### src/hw/rtl/gdr_pkg.sv
`timescale 1ns / 1ps
// shared types and constants for the grid dda column raycaster
// no dependencies
package gdr_pkg;

	localparam int FRAC_BITS = 16;
	localparam int ONE       = 1 << FRAC_BITS;

	// shared divider operand widths
	localparam int DIV_NW = 33;
	localparam int DIV_DW = 42;

	localparam logic [32:0] DELTA_MAX = 33'h0_7FFF_FFFF;
	localparam logic [32:0] LINE_MAX  = 33'h0_0010_0000;
	localparam logic [23:0] COL_X     = 24'hFF0000;
	localparam logic [23:0] COL_Y     = 24'hFFFFFF;

	// register indexes on the configuration port
	localparam logic [2:0] REG_POS_X   = 3'd0;
	localparam logic [2:0] REG_POS_Y   = 3'd1;
	localparam logic [2:0] REG_DIR_X   = 3'd2;
	localparam logic [2:0] REG_DIR_Y   = 3'd3;
	localparam logic [2:0] REG_PLANE_X = 3'd4;
	localparam logic [2:0] REG_PLANE_Y = 3'd5;
	localparam logic [2:0] REG_SCR_W   = 3'd6;
	localparam logic [2:0] REG_SCR_H   = 3'd7;

	typedef enum logic [4:0] {
		OP_NONE,
		OP_CLEAR,
		OP_IDLE,
		OP_DIV_CAM,
		OP_CAM,
		OP_MUL_RX,
		OP_RX,
		OP_MUL_RY,
		OP_RY,
		OP_DIV_DX,
		OP_DX,
		OP_DIV_DY,
		OP_DY,
		OP_MUL_SX,
		OP_SX,
		OP_MUL_SY,
		OP_SY,
		OP_STEP,
		OP_DIV_LINE,
		OP_HIT,
		OP_MISS
	} op_t;

	typedef struct packed {
		op_t op;
	} cmd_t;

	typedef struct packed {
		logic clr_done;
		logic div_done;
		logic oob;
		logic hit;
		logic steps_done;
		logic out_free;
	} sts_t;

	typedef struct packed {
		logic        [21:0] pos_x;
		logic        [21:0] pos_y;
		logic signed [18:0] dir_x;
		logic signed [18:0] dir_y;
		logic signed [18:0] plane_x;
		logic signed [18:0] plane_y;
		logic        [12:0] screen_width;
		logic        [12:0] screen_height;
	} cfg_t;

endpackage

### src/hw/rtl/gdr_ctrl.sv
`timescale 1ns / 1ps
// raycaster sequencer: map clear, ray setup, walk and span phases
// depends on gdr_pkg
module gdr_ctrl (
	input  logic          clk,
	input  logic          arst_n,
	input  logic          in_valid,
	input  logic          kind,
	input  gdr_pkg::sts_t sts,
	output gdr_pkg::cmd_t cmd
);
	import gdr_pkg::*;

	typedef enum logic [4:0] {
		S_CLEAR, S_IDLE,
		S_DCAM, S_WCAM, S_CAM,
		S_MRX, S_RX, S_MRY, S_RY,
		S_DDX, S_WDX, S_LDX, S_DDY, S_WDY, S_LDY,
		S_MSX, S_SX, S_MSY, S_SY,
		S_STEP, S_CHECK,
		S_DLINE, S_WLINE, S_HIT, S_MISS
	} state_t;

	state_t state_q;

	always_ff @(posedge clk or negedge arst_n) begin
		if (!arst_n) begin
			state_q <= S_CLEAR;
		end else begin
			case (state_q)
				S_CLEAR: if (sts.clr_done) state_q <= S_IDLE;
				S_IDLE:  if (in_valid && kind) state_q <= S_DCAM;
				S_DCAM:  state_q <= S_WCAM;
				S_WCAM:  if (sts.div_done) state_q <= S_CAM;
				S_CAM:   state_q <= S_MRX;
				S_MRX:   state_q <= S_RX;
				S_RX:    state_q <= S_MRY;
				S_MRY:   state_q <= S_RY;
				S_RY:    state_q <= S_DDX;
				S_DDX:   state_q <= S_WDX;
				S_WDX:   if (sts.div_done) state_q <= S_LDX;
				S_LDX:   state_q <= S_DDY;
				S_DDY:   state_q <= S_WDY;
				S_WDY:   if (sts.div_done) state_q <= S_LDY;
				S_LDY:   state_q <= S_MSX;
				S_MSX:   state_q <= S_SX;
				S_SX:    state_q <= S_MSY;
				S_MSY:   state_q <= S_SY;
				S_SY:    state_q <= S_STEP;
				S_STEP:  state_q <= sts.oob ? S_MISS : S_CHECK;
				S_CHECK: begin
					if (sts.hit)
						state_q <= S_DLINE;
					else if (sts.steps_done)
						state_q <= S_MISS;
					else
						state_q <= S_STEP;
				end
				S_DLINE: state_q <= S_WLINE;
				S_WLINE: if (sts.div_done) state_q <= S_HIT;
				S_HIT:   if (sts.out_free) state_q <= S_IDLE;
				S_MISS:  if (sts.out_free) state_q <= S_IDLE;
				default: state_q <= S_IDLE;
			endcase
		end
	end

	always_comb begin
		case (state_q)
			S_CLEAR: cmd.op = OP_CLEAR;
			S_IDLE:  cmd.op = OP_IDLE;
			S_DCAM:  cmd.op = OP_DIV_CAM;
			S_CAM:   cmd.op = OP_CAM;
			S_MRX:   cmd.op = OP_MUL_RX;
			S_RX:    cmd.op = OP_RX;
			S_MRY:   cmd.op = OP_MUL_RY;
			S_RY:    cmd.op = OP_RY;
			S_DDX:   cmd.op = OP_DIV_DX;
			S_LDX:   cmd.op = OP_DX;
			S_DDY:   cmd.op = OP_DIV_DY;
			S_LDY:   cmd.op = OP_DY;
			S_MSX:   cmd.op = OP_MUL_SX;
			S_SX:    cmd.op = OP_SX;
			S_MSY:   cmd.op = OP_MUL_SY;
			S_SY:    cmd.op = OP_SY;
			S_STEP:  cmd.op = OP_STEP;
			S_DLINE: cmd.op = OP_DIV_LINE;
			S_HIT:   cmd.op = OP_HIT;
			S_MISS:  cmd.op = OP_MISS;
			default: cmd.op = OP_NONE;
		endcase
	end
endmodule

### config.mk
export PLATFORM = sky130hd
export DESIGN_NAME = gdr_ctrl
export DESIGN_NICKNAME = d
export VERILOG_FILES = /design/src/hw/rtl/gdr_pkg.sv /design/src/hw/rtl/gdr_ctrl.sv
export SDC_FILE = /design/constraint.sdc
export NUM_CORES = 1
export LEC_CHECK = 0
export ABC_AREA = 1
export BUFFER_PORTS_ARGS = -buffer_cell sky130_fd_sc_hd__buf_2
export CAP_MARGIN = 20
export CORE_AREA = 5 5 46 48
export CTS_CLUSTER_SIZE = 20
export DETAILED_ROUTE_END_ITERATION = 16
export DIE_AREA = 0 0 51 53
export PLACE_DENSITY = 0.85
export SYNTH_ARGS = -nofsm -noshare
export SYNTH_HDL_FRONTEND = slang
export SYNTH_SLANG_ARGS = --single-unit
### constraint.sdc
create_clock -name clk -period 1.96 [get_ports clk]
set_input_delay 0.098 -clock clk [delete_from_list [all_inputs] [get_ports clk]]
set_output_delay 0.098 -clock clk [all_outputs]
set_load 0.01 [all_outputs]
==> metrics.txt, run 1 <==
# TYPE chip_impl_metric gauge
chip_impl_metric{name="detailedRoute.firstPassIterationCount",unit=""} 4
chip_impl_metric{name="synthesis.area_per_instance",unit="sq um"} 5.94
chip_impl_metric{name="netlist_area",unit="sq um"} 850
chip_impl_metric{name="number_of_h_tree_branching_levels",unit=""} 1
chip_impl_metric{name="cap_viol_max_count",unit=""} 0
chip_impl_info{name="timing.hold.worst.class",value="input pin to async pin"} 1
chip_impl_metric{name="avgViaCountPerCell",unit=""} 5.71
chip_impl_metric{name="totalWireLength",unit="um"} 2290
chip_impl_metric{name="yosys.cell_types.count",unit=""} 29
chip_impl_metric{name="ys_warn_count",unit=""} 0
chip_impl_info{name="rsz_0062_raised_after_global_routing",value="false"} 1
chip_impl_metric{name="number_of_failing_hold_endpoints_at_the_final_stage",unit=""} 0
chip_impl_metric{name="die-width",unit="um"} 51
chip_impl_metric{name="wl_cell",unit="um"} 12.9
chip_impl_info{name="timing.critical_path.from_type",value="flop"} 1
chip_impl_metric{name="cp_data_required_time",unit="ps"} 1860
chip_impl_metric{name="final.setup.tns",unit="ps"} 0
chip_impl_metric{name="peakVddDrop",unit="V"} 0.00100
chip_impl_metric{name="detailedPlacementHpwl",unit="um"} 1800
chip_impl_metric{name="cts_setup_buffers",unit=""} 0
chip_impl_metric{name="placed_area",unit="sq um"} 928
chip_impl_metric{name="area_growth_syn_to_layout",unit="%"} 13.5
chip_impl_metric{name="maxSlewHeadroom",unit="%"} 72.8
chip_impl_info{name="crit-reg2reg-launch",value="state_q[1]"} 1
chip_impl_info{name="timing.critical_path.from",value="state_q[0]"} 1
chip_impl_metric{name="reg2reg_setup_slack",unit="ps"} 200
chip_impl_metric{name="flop_and_latch_count_out_of_synthesis",unit=""} 5
chip_impl_metric{name="cts_max_path_buffers",unit=""} 2
chip_impl_metric{name="worstMarginPinSlew",unit="ps"} 409
chip_impl_metric{name="design_area",unit="sq um"} 965
chip_impl_info{name="ctsRootBufferMaster",value="sky130_fd_sc_hd__clkbuf_4"} 1
chip_impl_metric{name="rows",unit=""} 15
chip_impl_metric{name="fin_crit",unit="ps"} 1770
chip_impl_metric{name="placement.io_buffers",unit=""} 14
chip_impl_metric{name="place.gp.congestion",unit=""} 1.01
chip_impl_metric{name="max_freq",unit="MHz"} 566
chip_impl_metric{name="die_y",unit="um"} 53
chip_impl_info{name="worst_path_max_delay_cell",value="sky130_fd_sc_hd__dfrtp_1"} 1
chip_impl_metric{name="largest_reg_flops",unit=""} 5
chip_impl_metric{name="die_area",unit="sq um"} 2700
chip_impl_info{name="worstPathCellList",value="inv_1 -> ha_1 -> nand4_2 -> nand2_1 -> a21oi_1 -> o2111ai_1 -> buf_2"} 1
chip_impl_metric{name="syn_nets",unit=""} 159
chip_impl_metric{name="finish.utilization",unit="%"} 57.8
chip_impl_metric{name="pwr_density_cell",unit="nW/um^2"} 1800
chip_impl_metric{name="io_pins",unit=""} 15
chip_impl_metric{name="floorplan.initialDensity",unit="%"} 50.9
chip_impl_metric{name="synth-seq-area-share",unit="%"} 14.7
chip_impl_metric{name="numCtsBuffers",unit=""} 3
chip_impl_metric{name="grt_util_all_layers",unit="%"} 19.0
chip_impl_info{name="outcome",value="complete, no violations"} 1
chip_impl_info{name="regMostFlops",value="state_q"} 1
chip_impl_metric{name="finalClockSkew",unit="ps"} 5.22
chip_impl_metric{name="synth_cells",unit=""} 143
chip_impl_metric{name="core-area",unit="sq um"} 1670
chip_impl_metric{name="antenna-diode-count",unit=""} 0
chip_impl_metric{name="overflow",unit=""} 0
chip_impl_metric{name="clock-sinks",unit=""} 5
chip_impl_metric{name="vias",unit=""} 1016
chip_impl_metric{name="detail_route.drc_violations",unit=""} 0
chip_impl_metric{name="detailedRoute.firstIterationViolations",unit=""} 50
chip_impl_metric{name="grt_pass1_vias",unit=""} 951
chip_impl_info{name="cts_tree",value="done"} 1
chip_impl_metric{name="cts.reportedPaths.clkPinSlew",unit="ps"} 40
chip_impl_metric{name="grt_max_degree",unit=""} 17
chip_impl_metric{name="worst-path-max-fanout",unit=""} 9
chip_impl_metric{name="ff2ff_path_depth",unit=""} 9
chip_impl_info{name="largestRegisters",value="state_q (5)"} 1
chip_impl_metric{name="final_layout_size_suffix_gt1_share",unit="%"} 21.1
chip_impl_metric{name="ant_nets",unit=""} 0
chip_impl_metric{name="grt_pass1_wl",unit="um"} 4000
chip_impl_metric{name="number_of_antenna_violations_at_the_first_check_in_global_routing",unit=""} 0
chip_impl_metric{name="cp_slowest_stage_delay",unit="ps"} 370
chip_impl_info{name="worst_r2r_endpoint",value="state_q[0]"} 1
chip_impl_info{name="timing_worst_setup_path_type",value="flop to output pin"} 1
chip_impl_info{name="critical_path.endpoint_type",value="output pin"} 1
chip_impl_metric{name="cp_data_arrival_time",unit="ps"} 1670
chip_impl_metric{name="clk-insertion-delay-late",unit="ps"} 240
chip_impl_metric{name="finalNetCount",unit=""} 178
chip_impl_metric{name="layout_worst_path_cycle_share",unit="%"} 90.2
chip_impl_metric{name="static_leakage_power",unit="uW"} 0.000542
chip_impl_metric{name="drv_slew",unit=""} 0
chip_impl_metric{name="setup_violations",unit=""} 0
chip_impl_metric{name="power",unit="uW"} 1740
## what timing repair did
| item | CTS | global route |
|---|---|---|
| hold buffers | 1 | 0 |
| endpoints found under the hold margin | 5 | 0 |
| gates resized for setup | 0 | 0 |
## layer usage
layer	up-vias	global-route usage [%]	part of all wire (%)
met5	-	0	0
met4	0	5.38	1.3
met3	4	3.38	6.8
met2	51	32.0	48
met1	454	24.7	44
li1	507	-	-
## final cells by class
class | instances | area, sq um
inverters | 15 | 61.3
repair buffers | 19 | 110
flip-flops and latches | 5 | 125
well taps | 17 | 21.3
clock buffers | 4 | 26.3
fillers | 160 | 706
multi-input cells | 118 | 621
## report_power, final
part	switching, uW	internal, uW
sequential	62.0	158
combinational	899	500
clock	39.7	76.8
total	1000	735
## stage by stage
| stage | cells | hold WS (ps) | setup slack [ps] |
|---|---|---|---|
| after detailed placement | 173 | -85.1 | 230 |
| after floorplan | 143 | -198 | 405 |
| after global placement | 173 | -88.6 | 265 |
| after CTS | 178 | 193 | 216 |
| final | 178 | 216 | 192 |
| after global routing | 178 | 231 | 5.22 |
## critical path: cells and delay by family, from the launching register on
family	cells	cell delay, ps
buffers and inverters	2	310
and+or+nand+nor	2	270
DFF	1	370
AOI/OAI and AO/OA	2	110
adders and majority gates	1	370
## synthesized netlist by cell type (all sizes together)
master / n / area share, %
o22ai: 1 / 0.74
buf: 5 / 5.0
nand3: 14 / 10
ha: 6 / 8.8
a31oi: 1 / 0.74
nor2: 23 / 12
nand2: 45 / 21
nor3: 3 / 1.8
nand3b: 2 / 1.8
nand4: 4 / 3.7
a21oi: 6 / 4.0
dfrtp: 5 / 15
o21ai: 10 / 5.9
inv: 15 / 7.2
o41ai: 1 / 1.0
o21a: 1 / 0.88
o2111ai: 1 / 1.0
## placed cells by master (no fill, tap or decap), types with 4 or more instances in the layout
master                    count
sky130_fd_sc_hd__o21ai_0      8
sky130_fd_sc_hd__buf_4        4
sky130_fd_sc_hd__nand3_1     11
sky130_fd_sc_hd__nor2_1      20
sky130_fd_sc_hd__inv_1       12
sky130_fd_sc_hd__buf_2       14
sky130_fd_sc_hd__ha_1         6
sky130_fd_sc_hd__dfrtp_1      5
sky130_fd_sc_hd__nand2_1     43
sky130_fd_sc_hd__a21oi_1      5
## worst max path at each step
stage                  to  cells past startpoint
4_1_cts        state_q[0]                      9
3_5_place_dp   state_q[0]                      9
3_3_place_gp   state_q[0]                      9
6_report           cmd[1]                      7
5_1_grt        state_q[0]                      9
2_1_floorplan  state_q[0]                     10
## kinds of logic after synthesis
logic type | Yosys count | synth area share (%)
AND/OR/NAND/NOR | 91 | 49.9
flip-flops | 5 | 14.7
adder cells (fa/ha/maj) | 6 | 8.84
AO/OA/AOI/OAI | 21 | 14.3
buffers and inverters | 20 | 12.2
Power figures use the tool's default switching activity.
==> run 2: changes to the inputs <==
==> config.mk (replaced) <==
export PLATFORM = sky130hd
export DESIGN_NAME = gdr_ctrl
export DESIGN_NICKNAME = d
export VERILOG_FILES = /design/src/hw/rtl/gdr_pkg.sv /design/src/hw/rtl/gdr_ctrl.sv
export SDC_FILE = /design/constraint.sdc
export NUM_CORES = 1
export LEC_CHECK = 0
export BUFFER_PORTS_ARGS = -buffer_cell sky130_fd_sc_hd__buf_2
export CAP_MARGIN = 20
export CORE_AREA = 2 2 41 43
export CTS_CLUSTER_SIZE = 20
export DETAILED_ROUTE_END_ITERATION = 16
export DIE_AREA = 0 0 43 45
export PLACE_DENSITY = 0.84
export SYNTH_ARGS = -nofsm -noshare
export SYNTH_HDL_FRONTEND = slang
export SYNTH_SLANG_ARGS = --single-unit
==> metrics.txt, run 2 <==
# TYPE chip_impl_metric gauge
chip_impl_info{name="outcome",value="complete, no violations"} 1
chip_impl_info{name="mostFrequentLayoutCells",value="sky130_fd_sc_hd__buf_4 (15), sky130_fd_sc_hd__buf_2 (14), sky130_fd_sc_hd__o21ai_0 (12)"} 1
chip_impl_metric{name="io_pins",unit=""} 15
chip_impl_metric{name="p_seq_share",unit="%"} 13.8
chip_impl_metric{name="cp_data_required_time",unit="ps"} 2100
chip_impl_metric{name="net-switching-power",unit="uW"} 806
chip_impl_metric{name="grt_util_all_layers",unit="%"} 22.7
chip_impl_metric{name="synth-seq-area-share",unit="%"} 16.9
chip_impl_metric{name="die-width",unit="um"} 43
chip_impl_metric{name="ant_nets",unit=""} 0
chip_impl_metric{name="synth_enable_flop_cells",unit=""} 0
chip_impl_metric{name="final-seq-area",unit="sq um"} 126
chip_impl_metric{name="yosysTopAreaCellShare",unit="%"} 16.9
chip_impl_metric{name="maxSlewHeadroom",unit="%"} 67.7
chip_impl_metric{name="avgViaCountPerCell",unit=""} 6.05
chip_impl_metric{name="area_growth_syn_to_layout",unit="%"} 26.8
chip_impl_metric{name="clk-insertion-delay-late",unit="ps"} 260
chip_impl_metric{name="layout_worst_path_cycle_share",unit="%"} 96.9
chip_impl_metric{name="finish.utilization",unit="%"} 63.9
chip_impl_metric{name="placement.io_buffers",unit=""} 14
chip_impl_metric{name="rows",unit=""} 14
chip_impl_info{name="layout.cells.most_common",value="sky130_fd_sc_hd__buf_4"} 1
chip_impl_metric{name="fin_crit",unit="ps"} 1900
chip_impl_metric{name="totalWireLength",unit="um"} 2010
chip_impl_info{name="ys.flop_type",value="sky130_fd_sc_hd__dfrtp_1"} 1
chip_impl_metric{name="grt_pass1_vias",unit=""} 763
chip_impl_info{name="timing_worst_setup_path_type",value="flop to flop"} 1
chip_impl_info{name="yosysMostFrequentCell",value="sky130_fd_sc_hd__o21ai_0"} 1
chip_impl_metric{name="yosys.cell_types.count",unit=""} 43
chip_impl_metric{name="cts_max_path_buffers",unit=""} 2
chip_impl_metric{name="setup_violations",unit=""} 0
chip_impl_metric{name="power.switching_fraction",unit="%"} 47.5
chip_impl_metric{name="core-area",unit="sq um"} 1470
chip_impl_metric{name="largest_reg_flops",unit=""} 5
chip_impl_metric{name="synth_cells",unit=""} 98
chip_impl_metric{name="final_layout_size_suffix_gt1_share",unit="%"} 33.6
chip_impl_metric{name="synthArstFlopShare",unit="%"} 100
chip_impl_metric{name="finalClockSkew",unit="ps"} 4.64
chip_impl_metric{name="power.clock.fraction",unit="%"} 7.4
chip_impl_metric{name="max_freq",unit="MHz"} 527
chip_impl_metric{name="static_leakage_power",unit="uW"} 0.000444
chip_impl_metric{name="die_y",unit="um"} 45
chip_impl_info{name="ctsRootBufferMaster",value="sky130_fd_sc_hd__clkbuf_4"} 1
chip_impl_metric{name="detailedPlacementHpwl",unit="um"} 1450
chip_impl_metric{name="peakVddDrop",unit="V"} 0.000978
chip_impl_info{name="synth_top_cells_by_count",value="sky130_fd_sc_hd__o21ai_0 (13), sky130_fd_sc_hd__nand2_1 (11), sky130_fd_sc_hd__ha_1 (6)"} 1
chip_impl_metric{name="numCtsBuffers",unit=""} 3
chip_impl_metric{name="cts.reportedPaths.clkPinSlew",unit="ps"} 40
chip_impl_metric{name="worst-path-max-fanout",unit=""} 9
chip_impl_info{name="synth.area.top_cells",value="sky130_fd_sc_hd__dfrtp_1 (17%), sky130_fd_sc_hd__ha_1 (10%), sky130_fd_sc_hd__o21ai_0 (8.8%)"} 1
chip_impl_metric{name="detail_route.drc_violations",unit=""} 0
chip_impl_info{name="largestRegisters",value="state_q (5)"} 1
chip_impl_metric{name="clock-sinks",unit=""} 5
chip_impl_metric{name="netlist_area",unit="sq um"} 742
chip_impl_metric{name="number_of_h_tree_branching_levels",unit=""} 1
chip_impl_metric{name="cp_data_arrival_time",unit="ps"} 2040
chip_impl_info{name="timing.hold.worst.class",value="input pin to async pin"} 1
chip_impl_metric{name="finalNetCount",unit=""} 142
chip_impl_metric{name="detailedRoute.firstPassIterationCount",unit=""} 4
chip_impl_metric{name="flop_and_latch_count_out_of_synthesis",unit=""} 5
chip_impl_metric{name="drv_slew",unit=""} 0
chip_impl_metric{name="power",unit="uW"} 1700
chip_impl_info{name="timing.critical_path.from_type",value="flop"} 1
chip_impl_metric{name="number_of_failing_hold_endpoints_at_the_final_stage",unit=""} 0
chip_impl_metric{name="syn_nets",unit=""} 114
chip_impl_metric{name="die_area",unit="sq um"} 1940
chip_impl_info{name="synthDominantAreaCellType",value="sky130_fd_sc_hd__dfrtp_1"} 1
chip_impl_info{name="cts_tree",value="done"} 1
chip_impl_metric{name="power.share.combinational",unit="%"} 78.7
chip_impl_metric{name="placed_cells_incl_taps",unit=""} 133
chip_impl_metric{name="filler_cell_count",unit=""} 127
chip_impl_metric{name="worstMarginPinSlew",unit="ps"} 485
chip_impl_metric{name="place.gp.congestion",unit=""} 0.867
chip_impl_metric{name="layoutNonFillerInstCount",unit=""} 141
chip_impl_metric{name="grt_pass1_wl",unit="um"} 3260
chip_impl_metric{name="detailedRoute.firstIterationViolations",unit=""} 60
chip_impl_metric{name="pwr_density_cell",unit="nW/um^2"} 1800
chip_impl_metric{name="number_of_antenna_violations_at_the_first_check_in_global_routing",unit=""} 0
chip_impl_metric{name="vias",unit=""} 853
chip_impl_metric{name="wl_cell",unit="um"} 14.2
chip_impl_metric{name="floorplan.initialDensity",unit="%"} 50.4
chip_impl_metric{name="overflow",unit=""} 0
chip_impl_metric{name="antenna-diode-count",unit=""} 0
chip_impl_info{name="regMostFlops",value="state_q"} 1
chip_impl_metric{name="internal_power",unit="uW"} 890
chip_impl_metric{name="grt_max_degree",unit=""} 17
chip_impl_metric{name="synthesis.area_per_instance",unit="sq um"} 7.57
chip_impl_metric{name="ys_warn_count",unit=""} 0
chip_impl_metric{name="cap_viol_max_count",unit=""} 0
chip_impl_info{name="critical_path.endpoint_type",value="flop"} 1
chip_impl_metric{name="multi_input_area",unit="sq um"} 564
-- run 2: changes by cell type after synthesis, moves of 4 or more --
cell	change
sky130_fd_sc_hd__inv_1	-9
sky130_fd_sc_hd__nand2b_1	+4
sky130_fd_sc_hd__nand3_1	-10
sky130_fd_sc_hd__nand2_1	-32
sky130_fd_sc_hd__o21ai_0	+5
sky130_fd_sc_hd__nor2_1	-15
-- run 2: kinds of logic (layout without fill, tap and decap cells) --
group                      count (synthesis)  count (layout)  synth area share (%)
AOI/OAI and AO/OA                         36              36                  32.0
adders and majority gates                  6               6                  10.1
buffers and inverters                     10              37                  7.08
muxes                                      4               4                  6.24
and+or+nand+nor                           37              37                  27.7
DFF                                        5               5                  16.9
-- run 2: area by class of cell --
type                            count  area share (%)
Multi-Input combinational cell     83            60.0
Inverter                            3            1.20
Tap cell                           16            2.13
Timing Repair Buffer               30            20.5
Sequential cell                     5            13.4
Clock buffer                        4            2.79
-- run 2: path summary, 6_finish.rpt --
check                            from    endpoint  slack, ps  cells after the start
setup / recovery           state_q[0]  state_q[1]         60                      8
min in group clk               sts[1]  state_q[3]        300                      3
setup reg to reg           state_q[0]  state_q[1]         60                      8
hold reg to reg            state_q[0]  state_q[0]        670                      2
max in group asynchronous      arst_n  state_q[1]       1610                      2
hold / removal                 arst_n  state_q[1]        210                      2
-- run 2: metrics by stage --
step / setup slack [ps] / hold WS, ps / setup TNS [ps] / cell area (sq um)
after detailed placement: -42.7 / -79.1 / -72.8 / 882
after global routing: -21.3 / 227 / -49.8 / 941
after floorplan: 29.7 / -198 / 0 / 743
final: 61.3 / 208 / 0 / 941
after global placement: 97.6 / -87.3 / 0 / 882
after CTS: 39.4 / 193 / 0 / 926
-- run 2: worst max-delay path: stages (launching register included) --
cell                      delay, ps
sky130_fd_sc_hd__dfrtp_1        420
sky130_fd_sc_hd__inv_2           90
sky130_fd_sc_hd__ha_1           210
sky130_fd_sc_hd__buf_4          170
sky130_fd_sc_hd__nor2b_1        130
sky130_fd_sc_hd__o21ai_1        150
sky130_fd_sc_hd__nand2_1        110
sky130_fd_sc_hd__nor2_2         190
sky130_fd_sc_hd__mux2_4         310
-- run 2: power groups by stage --
stage / combinational [uW] / sequential [uW] / clock, uW
2_1_floorplan: 910 / 203 / 0
3_3_place_gp: 1220 / 245 / 0
3_5_place_dp: 1250 / 247 / 0
4_1_cts: 1280 / 243 / 126
5_1_grt: 1470 / 244 / 134
6_report: 1330 / 234 / 126
-- run 2: timing repair --
item                                    in CTS  in global routing
hold buffers                                 1                  0
endpoints found under the setup margin       2                  5
resized for setup                            1                  1
pin swaps                                    0                  1
buffers inserted                             1                  2
hold endpoints to repair                     5                  0
gates cloned                                 0                  0
-- run 2: routing by layer --
metal  vias to the layer above  wire length, um  GRT usage [%]
li1                        415                -              -
met1                       398              816           26.0
met2                        37             1040           42.4
met3                         3              126           1.20
met4                         0               22           12.1
met5                         -                0              0
==> run 3: changes to the inputs <==
--- a/config.mk
+++ b/config.mk
@@ -5,13 +5,15 @@
 export SDC_FILE = /design/constraint.sdc
 export NUM_CORES = 1
 export LEC_CHECK = 0
+export ABC_AREA = 1
 export BUFFER_PORTS_ARGS = -buffer_cell sky130_fd_sc_hd__buf_2
 export CAP_MARGIN = 20
-export CORE_AREA = 2 2 41 43
+export CORE_AREA = 2 2 43 45
 export CTS_CLUSTER_SIZE = 20
 export DETAILED_ROUTE_END_ITERATION = 16
-export DIE_AREA = 0 0 43 45
-export PLACE_DENSITY = 0.84
+export DIE_AREA = 0 0 45 47
+export PLACE_DENSITY = 0.85
+export RECOVER_POWER = 25
 export SYNTH_ARGS = -nofsm -noshare
 export SYNTH_HDL_FRONTEND = slang
 export SYNTH_SLANG_ARGS = --single-unit
==> constraint.sdc (replaced) <==
create_clock -name clk -period 1.96 [get_ports clk]
set_input_delay 0.294 -clock clk [delete_from_list [all_inputs] [get_ports clk]]
set_output_delay 0.294 -clock clk [all_outputs]
set_load 0.01 [all_outputs]
==> metrics.txt, run 3 (same netlist as run 1, synthesis figures left out) <==
# TYPE chip_impl_metric gauge
chip_impl_metric{name="ant_nets",unit=""} 0
chip_impl_metric{name="static_leakage_power",unit="uW"} 0.000529
chip_impl_metric{name="detailedRoute.firstIterationViolations",unit=""} 64
chip_impl_metric{name="totalWireLength",unit="um"} 2410
chip_impl_info{name="cts_tree",value="done"} 1
chip_impl_metric{name="detailedPlacementHpwl",unit="um"} 1820
chip_impl_metric{name="overflow",unit=""} 0
chip_impl_metric{name="place.gp.congestion",unit=""} 0.999
chip_impl_metric{name="finalNetCount",unit=""} 177
chip_impl_metric{name="number_of_failing_hold_endpoints_at_the_final_stage",unit=""} 0
chip_impl_info{name="worst_path_max_delay_cell",value="sky130_fd_sc_hd__dfrtp_1"} 1
chip_impl_metric{name="numCtsBuffers",unit=""} 3
chip_impl_metric{name="io_pins",unit=""} 15
chip_impl_metric{name="placement.io_buffers",unit=""} 14
chip_impl_metric{name="ff2ff_path_depth",unit=""} 9
chip_impl_info{name="crit-reg2reg-launch",value="state_q[1]"} 1
chip_impl_metric{name="number_of_antenna_violations_at_the_first_check_in_global_routing",unit=""} 0
chip_impl_info{name="endpoint",value="cmd[1]"} 1
chip_impl_metric{name="avgViaCountPerCell",unit=""} 5.84
chip_impl_metric{name="setup_violations",unit=""} 0
chip_impl_metric{name="largest_reg_flops",unit=""} 5
chip_impl_metric{name="core-area",unit="sq um"} 1650
chip_impl_info{name="largestRegisters",value="state_q (5)"} 1
chip_impl_metric{name="power",unit="uW"} 1790
chip_impl_info{name="worst_r2r_endpoint",value="state_q[1]"} 1
chip_impl_metric{name="placed_cells_incl_taps",unit=""} 172
chip_impl_metric{name="wl_cell",unit="um"} 13.6
chip_impl_info{name="timing.critical_path.from",value="state_q[0]"} 1
chip_impl_info{name="worstPathCellList",value="inv_1 -> ha_4 -> nand4_2 -> nand2_1 -> a21oi_1 -> o2111ai_1 -> buf_2"} 1
chip_impl_info{name="grt-busiest-layer",value="met2"} 1
chip_impl_metric{name="clock-sinks",unit=""} 5
chip_impl_metric{name="global_route.usage.met1",unit="%"} 32.4
chip_impl_metric{name="floorplan.initialDensity",unit="%"} 51.4
chip_impl_metric{name="worst-path-max-fanout",unit=""} 9
chip_impl_metric{name="number_of_h_tree_branching_levels",unit=""} 1
chip_impl_metric{name="max_freq",unit="MHz"} 542
chip_impl_metric{name="cp_data_arrival_time",unit="ps"} 1550
chip_impl_metric{name="clk-insertion-delay-late",unit="ps"} 240
chip_impl_info{name="mostFrequentLayoutCells",value="sky130_fd_sc_hd__nand2_1 (43), sky130_fd_sc_hd__nor2_1 (20), sky130_fd_sc_hd__buf_2 (13)"} 1
chip_impl_metric{name="maxSlewHeadroom",unit="%"} 80.4
chip_impl_metric{name="cp_slowest_stage_delay",unit="ps"} 370
chip_impl_info{name="timing.hold.worst.class",value="input pin to async pin"} 1
chip_impl_info{name="timing.critical_path.from_type",value="flop"} 1
chip_impl_metric{name="grt_max_degree",unit=""} 17
chip_impl_metric{name="area_growth_syn_to_layout",unit="%"} 14.7
chip_impl_metric{name="die_area",unit="sq um"} 2120
chip_impl_metric{name="cp_data_required_time",unit="ps"} 1670
chip_impl_metric{name="vias",unit=""} 1033
chip_impl_metric{name="drv_slew",unit=""} 0
chip_impl_metric{name="layoutNonFillerInstCount",unit=""} 177
chip_impl_metric{name="detail_route.drc_violations",unit=""} 0
chip_impl_info{name="ctsRootBufferMaster",value="sky130_fd_sc_hd__clkbuf_4"} 1
chip_impl_metric{name="final_layout_size_suffix_gt1_share",unit="%"} 23.1
chip_impl_metric{name="grt_pass1_vias",unit=""} 984
chip_impl_metric{name="rows",unit=""} 15
chip_impl_metric{name="worstMarginPinSlew",unit="ps"} 290
chip_impl_info{name="regMostFlops",value="state_q"} 1
chip_impl_metric{name="die-width",unit="um"} 45
chip_impl_metric{name="grt_util_all_layers",unit="%"} 26.3
chip_impl_info{name="critical_path.endpoint_type",value="output pin"} 1
chip_impl_metric{name="cts.reportedPaths.clkPinSlew",unit="ps"} 40
chip_impl_metric{name="pwr_density_cell",unit="nW/um^2"} 1840
chip_impl_metric{name="fin_crit",unit="ps"} 1840
chip_impl_metric{name="grt_pass1_wl",unit="um"} 4030
chip_impl_metric{name="cap_viol_max_count",unit=""} 0
chip_impl_metric{name="layout_worst_path_cycle_share",unit="%"} 94.1
chip_impl_metric{name="peakVddDrop",unit="V"} 0.000825
chip_impl_metric{name="cts_setup_buffers",unit=""} 0
chip_impl_metric{name="reg2reg_setup_slack",unit="ps"} 310
chip_impl_metric{name="grt_util_met3",unit="%"} 3.46
chip_impl_metric{name="finalClockSkew",unit="ps"} 1.92
chip_impl_metric{name="antenna-diode-count",unit=""} 0
chip_impl_metric{name="groute.layer.met2.usage",unit="%"} 44.6
chip_impl_metric{name="cts_max_path_buffers",unit=""} 2
chip_impl_info{name="outcome",value="complete, no violations"} 1
chip_impl_info{name="layout.cells.most_common",value="sky130_fd_sc_hd__nand2_1"} 1
chip_impl_metric{name="detailedRoute.firstPassIterationCount",unit=""} 5
chip_impl_info{name="timing_worst_setup_path_type",value="flop to output pin"} 1
chip_impl_metric{name="die_y",unit="um"} 47
-- run 3: cell count changes in the layout (fill, tap and decap cells not counted), moves of 4 or more --
| cell | previous run | this run |
|---|---|---|
| sky130_fd_sc_hd__nand3_1 | 1 | 11 |
| sky130_fd_sc_hd__nand2_1 | 11 | 43 |
| sky130_fd_sc_hd__nor2_1 | 5 | 20 |
| sky130_fd_sc_hd__nand2b_1 | 4 | 0 |
| sky130_fd_sc_hd__buf_4 | 15 | 3 |
| sky130_fd_sc_hd__inv_1 | 2 | 11 |
| sky130_fd_sc_hd__o21ai_0 | 12 | 8 |
-- run 3: where the power goes --
group | switching, uW | leakage, uW | internal (uW)
combinational | 923 | 0.000453 | 524
clock | 38.7 | 0.0000150 | 76.7
sequential | 67.0 | 0.0000614 | 159
total | 1030 | 0.000529 | 760
-- run 3: layout make-up --
class / count / area (sq um)
multi-input combinational: 118 / 638
clock buffer: 4 / 26.3
tap: 17 / 21.3
fill: 179 / 677
sequential: 5 / 126
inverter: 15 / 61.3
timing repair buffer: 18 / 101
-- run 3: timing repair --
action | 4_1_cts | 5_1_grt
endpoints found under the setup margin | 1 | 2
resized for setup | 1 | 5
hold buffers | 1 | 0
gates cloned | 0 | 0
hold endpoints to repair | 5 | 0
-- run 3: layer usage --
metal	share of wire, %	vias to the layer above
li1	-	507
met1	38	464
met2	51	54
met3	9.0	8
met4	1.2	0
met5	0	-
-- run 3: how the worst min path moves through the flow --
stage / endpoint / startpoint / slack [ps]
2_1_floorplan: state_q[0] / arst_n / -2
3_3_place_gp: state_q[2] / arst_n / 110
3_5_place_dp: state_q[4] / arst_n / 110
4_1_cts: state_q[0] / arst_n / 390
5_1_grt: state_q[4] / arst_n / 470
6_report: state_q[1] / arst_n / 460
-- run 3: worst max-delay path, delay by kind of cell (launching register included) --
family          cells  cell delay, ps
buf+inv             2             360
simple gates        2             230
compound gates      2             110
fa+ha+maj           1             250
flops               1             370
-- run 3: stage by stage --
step	util [%]	setup slack, ps	setup TNS (ps)	instance area, sq um	hold WS (ps)
finish	59.0	115	0	975	459
global route	59.0	-8.96	-17.4	975	470
CTS	58.1	38.5	0	960	390
detailed placement	55.8	209	0	921	111
global placement	55.8	272	0	921	109
floorplan	-	386	0	850	-1.59
